[config.mk]
export PLATFORM = sky130hd
export DESIGN_NAME = wsu_cell
export DESIGN_NICKNAME = d
export VERILOG_FILES = /design/src/wsu_pkg.sv /design/src/wsu_cell.sv
export SDC_FILE = /design/constraint.sdc
export NUM_CORES = 1
export LEC_CHECK = 0
export BUFFER_PORTS_ARGS = -buffer_cell sky130_fd_sc_hd__buf_2
export CAP_MARGIN = 20
export CORE_MARGIN = 2
export CORE_UTILIZATION = 43
export DETAILED_ROUTE_END_ITERATION = 10
export PLACE_DENSITY = 0.88
export SYNTH_ARGS = -nofsm -noshare
export SYNTH_HDL_FRONTEND = slang
export SYNTH_SLANG_ARGS = --single-unit
[constraint.sdc]
create_clock -name aclk -period 6.2 [get_ports aclk]
set_input_delay 1.86 -clock aclk [delete_from_list [all_inputs] [get_ports aclk]]
set_output_delay 1.86 -clock aclk [all_outputs]
set_load 0.01 [all_outputs]
[src/wsu_pkg.sv]
// Package for the word sorter unit: key width, cell control struct, state
// enum and the letter/key conversion functions. No dependencies.
package wsu_pkg;

    localparam int LETTERS_MAX  = 10;
    localparam int KEY_W        = LETTERS_MAX * 8;
    localparam int MAX_WORDS_DF = 64;
    localparam int LETTERS_DF   = 10;

    typedef enum logic {
        ST_LOAD,
        ST_DRAIN
    } state_t;

    // One operation per cycle for the whole row of cells
    typedef struct packed {
        logic ins;       // insert the broadcast key in sorted position
        logic shift_dn;  // every cell takes its upper neighbor
        logic shift_up;  // every cell takes its lower neighbor
    } cell_op_t;

    // Stream word (letter 0 in the low byte) to compare key (letter 0 in
    // the high byte). Bytes from the first zero on, and bytes at or above
    // the letter count, become zero, so a plain unsigned compare of keys
    // matches the string order.
    function automatic logic [KEY_W-1:0] to_key(input logic [KEY_W-1:0] word,
                                                input int letters);
        logic [KEY_W-1:0] key;
        logic             ended;
        logic [7:0]       b;
        key   = '0;
        ended = 1'b0;
        for (int i = 0; i < LETTERS_MAX; i++) begin
            b = word[i*8 +: 8];
            if (i >= letters || b == 8'd0) begin
                ended = 1'b1;
            end
            key[(LETTERS_MAX-1-i)*8 +: 8] = ended ? 8'd0 : b;
        end
        return key;
    endfunction

    // Compare key back to stream word order
    function automatic logic [KEY_W-1:0] from_key(input logic [KEY_W-1:0] key);
        logic [KEY_W-1:0] word;
        word = '0;
        for (int i = 0; i < LETTERS_MAX; i++) begin
            word[i*8 +: 8] = key[(LETTERS_MAX-1-i)*8 +: 8];
        end
        return word;
    endfunction

endpackage

[src/wsu_cell.sv]
// One insertion cell of the word sorter: holds one key and its valid flag.
// Depends on wsu_pkg.
module wsu_cell (
    input  logic                     aclk,
    input  logic                     aresetn,
    input  wsu_pkg::cell_op_t        op,
    input  logic [wsu_pkg::KEY_W-1:0] new_key,
    input  logic [wsu_pkg::KEY_W-1:0] lo_key,
    input  logic                     lo_valid,
    input  logic                     lo_precedes,
    input  logic [wsu_pkg::KEY_W-1:0] hi_key,
    input  logic                     hi_valid,
    output logic [wsu_pkg::KEY_W-1:0] key,
    output logic                     valid,
    output logic                     precedes
);

    logic [wsu_pkg::KEY_W-1:0] key_reg, key_next;
    logic                      valid_reg, valid_next;

    // New key belongs at or below this cell; an empty cell always accepts
    assign precedes = !valid_reg || (new_key < key_reg);

    always_comb begin
        key_next   = key_reg;
        valid_next = valid_reg;
        if (op.ins) begin
            if (lo_precedes) begin
                key_next   = lo_key;
                valid_next = lo_valid;
            end else if (precedes) begin
                key_next   = new_key;
                valid_next = 1'b1;
            end
        end else if (op.shift_dn) begin
            key_next   = hi_key;
            valid_next = hi_valid;
        end else if (op.shift_up) begin
            key_next   = lo_key;
            valid_next = lo_valid;
        end
    end

    always_ff @(posedge aclk) begin
        key_reg <= key_next;
    end

    always_ff @(posedge aclk) begin
        if (!aresetn) begin
            valid_reg <= 1'b0;
        end else begin
            valid_reg <= valid_next;
        end
    end

    assign key   = key_reg;
    assign valid = valid_reg;

endmodule

==> key figures <==
Place
  – Post-DP HPWL: 15800 um
  – Port Buf Inserts: 329
  – Setup WS pre-CTS: 0.499 ns
  – Placed cells: 1245
  – Placer Congestion: 0.864

Yosys
  – Mapped Cells: 740
  – Synth Register Bits: 81
  – Synth Net Count: 1067
  – EDFF count, synth: 80
  – Synthesis Warnings: 0
  – Top FF cell, synth: edfxtp_1
  – Netlist cell types: 43
  – Post-Syn Area per Cell: 9.50 sq um
  – Ys async rst share: 0%
  – Seq/Total Area, Yosys: 34.5%
  – Synth Cell Area: 7030 sq um

Critical path
  – R2R cell count: 9
  – Worst path required time: 4.34 ns
  – CP Launch Type: input pin
  – Worst r2r src: key[67]$_DFFE_PP_
  – Most used cell, CP: buf_2
  – RR Endpoint: key[24]$_DFFE_PP_
  – CP Cell Sequence: buf_2 > ha_1 > nand4_1 > nor4_1 > and4_1 > o211ai_2 > nand2_1 > o21ai_1 > buf_2
  – Max stage delay on crit path: 0.50 ns
  – Reg2reg setup slack: 3.24 ns
  – Critical path capture point type: output pin
  – CP Class: input pin to output pin
  – CP arrival: 3.71 ns
  – Slowest cell on crit path: nor4_1
  – CP Max Fanout: 3

GRT
  – Vias in the first global route: 6678
  – Initial antenna violation count: 1
  – First-pass GRT wire length: 33100 um
  – Global Route Usage Sum: 23.3%
  – Largest net degree at the start of global routing: 88
  – Remaining Overflow, GRT: 0

Finish
  – Area Growth Syn to Fin: 29.3%
  – Most frequent cells in the layout: buf_2 (326), a21oi_1 (114), inv_1 (82), mux2i_1 (81)
  – Share of cells above drive strength 1: 34.0%
  – Final Non-Filler Cells: 1262
  – Largest register FFs: 80
  – Most common cell after layout, fill and taps aside: buf_2
  – Layout Utilization: 57.0%
  – Nets: 1367
  – Fill count: 1383

Floorplan
  – Core area: 15900 sq um
  – Die area: 17400 sq um
  – Initial Utilization: 44.1%
  – Die W: 132 um
  – I/O pin total: 330
  – Die Y: 132 um
  – Core Rows: 46

Clock network
  – Cts hold-fix bufs: 0
  – Post-CTS Setup Inserts: 0
  – CTS tree: done
  – H-tree Lvls: 3
  – Skew-Pair Late Insertion Delay: 0.34 ns
  – Clock Tree Buf Depth: 2
  – CTS resizes: 0
  – Clock-pin slew on the worst setup and hold paths: 0.06 ns
  – Clock tree sinks: 81
  – Root buf cell: clkbuf_16
  – Number of CTS-inserted buffers: 9

Run status
  – Status: finished, final reports clean

STA
  – Worst-Margin Slew: 0.891 ns
  – Clock Skew: 0.0124 ns
  – Setup ws final: 0.627 ns
  – RSZ-0062 raised after global routing: no
  – Min cycle time layout: 5.57 ns
  – Setup-failing EPs final: 0
  – Slew HR: 40.6%
  – F_max: 179 MHz
  – Fin crit share: 89.9%
  – Setup TNS: 0 ns
  – Final hold violation count: 0
  – Slew Limit Fails: 0

Min path
  – Worst hold path startpoint: valid$_SDFFE_PN0P_
  – Worst min path class: register to register
  – Hold path cells: 3
  – Min-Delay Endpoint: valid$_SDFFE_PN0P_

Pwr
  – P_int: 1.24 mW
  – PD cells: 197 nW/um^2
  – Sw frac: 31.0%
  – Comb power frac: 30.9%
  – Clk pwr share: 29.3%
  – Leak: 4.48 nW
  – Total power: 1.79 mW
  – Peak supply drop: 0.000116 V
  – Sw power: 557 uW
  – Sequential Power Share: 39.8%

Detailed routing
  – Via density: 5.44
  – Vias post-DR: 6863
  – DRC: 0
  – Routed Antenna Nets: 0
  – DRT Pass-1 Iters: 4
  – Drt initial violations: 369
  – Post-Route WL: 20500 um
  – WL/cell: 16.2 um

Job
  – Max Cap Viol: 0
==> power groups by stage <==
stage | clock network (mW) | registers [mW] | logic [mW]
after floorplan | 0 | 0.752 | 0.292
after global routing | 0.566 | 0.721 | 0.622
after global placement | 0 | 0.722 | 0.539
after detailed placement | 0 | 0.724 | 0.554
after CTS | 0.538 | 0.714 | 0.557
final | 0.525 | 0.715 | 0.554
==> cells by family after synthesis <==
kind of cell / synth area share, %
AO/OA/AOI/OAI: 20.6
AND/OR/NAND/NOR: 11.9
buffers and inverters: 7.42
multiplexers: 11.5
flip-flops: 34.5
adder cells (fa/ha/maj): 14.1
==> metrics by stage <==
stage          instance area [sq um]  hold WS, ns
2_1_floorplan                   7040        0.792
3_3_place_gp                    8810        0.791
3_5_place_dp                    8810        0.810
4_1_cts                         9090        0.821
5_1_grt                         9090        0.863
6_report                        9090        0.812
==> cell type report <==
| class | instances | area, sq um | area share, % |
|---|---|---|---|
| Multi-Input combinational cell | 532 | 4090 | 45.0 |
| Clock inverter | 4 | 45.0 | 0.495 |
| Antenna cell | 2 | 5.00 | 0.0551 |
| Timing Repair Buffer | 334 | 1720 | 18.9 |
| Tap cell | 216 | 270 | 2.97 |
| Sequential cell | 81 | 2420 | 26.6 |
| Inverter | 82 | 308 | 3.39 |
| Clock buffer | 11 | 233 | 2.56 |
==> layer usage <==
layer	part of all wire, %	GRT usage (%)	vias to the layer above	routed length [um]
met5	0	0	-	0
met4	1.7	7.85	0	339
met3	7.5	5.54	26	1540
met2	50	42.0	300	10200
met1	41	27.3	3170	8440
li1	-	-	3367	-
==> worst max-delay path by stage <==
stage / from / to / slack (ns)
2_1_floorplan: new_key[59] / key[0]$_DFFE_PP_ / 0.75
3_3_place_gp: new_key[75] / precedes / 0.62
3_5_place_dp: new_key[75] / precedes / 0.50
4_1_cts: new_key[75] / precedes / 0.50
5_1_grt: new_key[75] / precedes / 0.37
6_report: new_key[75] / precedes / 0.63
==> synthesized netlist by cell type (5+ instances only) <==
cell	instances	area, sq um
a21oi_1	114	571
inv_1	82	308
mux2i_1	81	811
a211oi_1	80	601
edfxtp_1	80	2400
nor2b_1	80	500
ha_1	79	988
clkbuf_1	31	116
nand2_1	20	75.1
nand4_1	16	100
buf_2	10	50.1
o21ai_0	8	40.0
nor4_1	6	37.5
nand3_1	5	25.0
o21a_1	5	37.5
==> critical path: cells and delay by family <==
family,cells,cell delay (ns)
AO/OA/AOI/OAI,2,0.17
adder cells (fa/ha/maj),1,0.31
buffers and inverters,2,0.28
AND/OR/NAND/NOR,4,1.10
No activity file was read; power rests on OpenSTA's default activity.
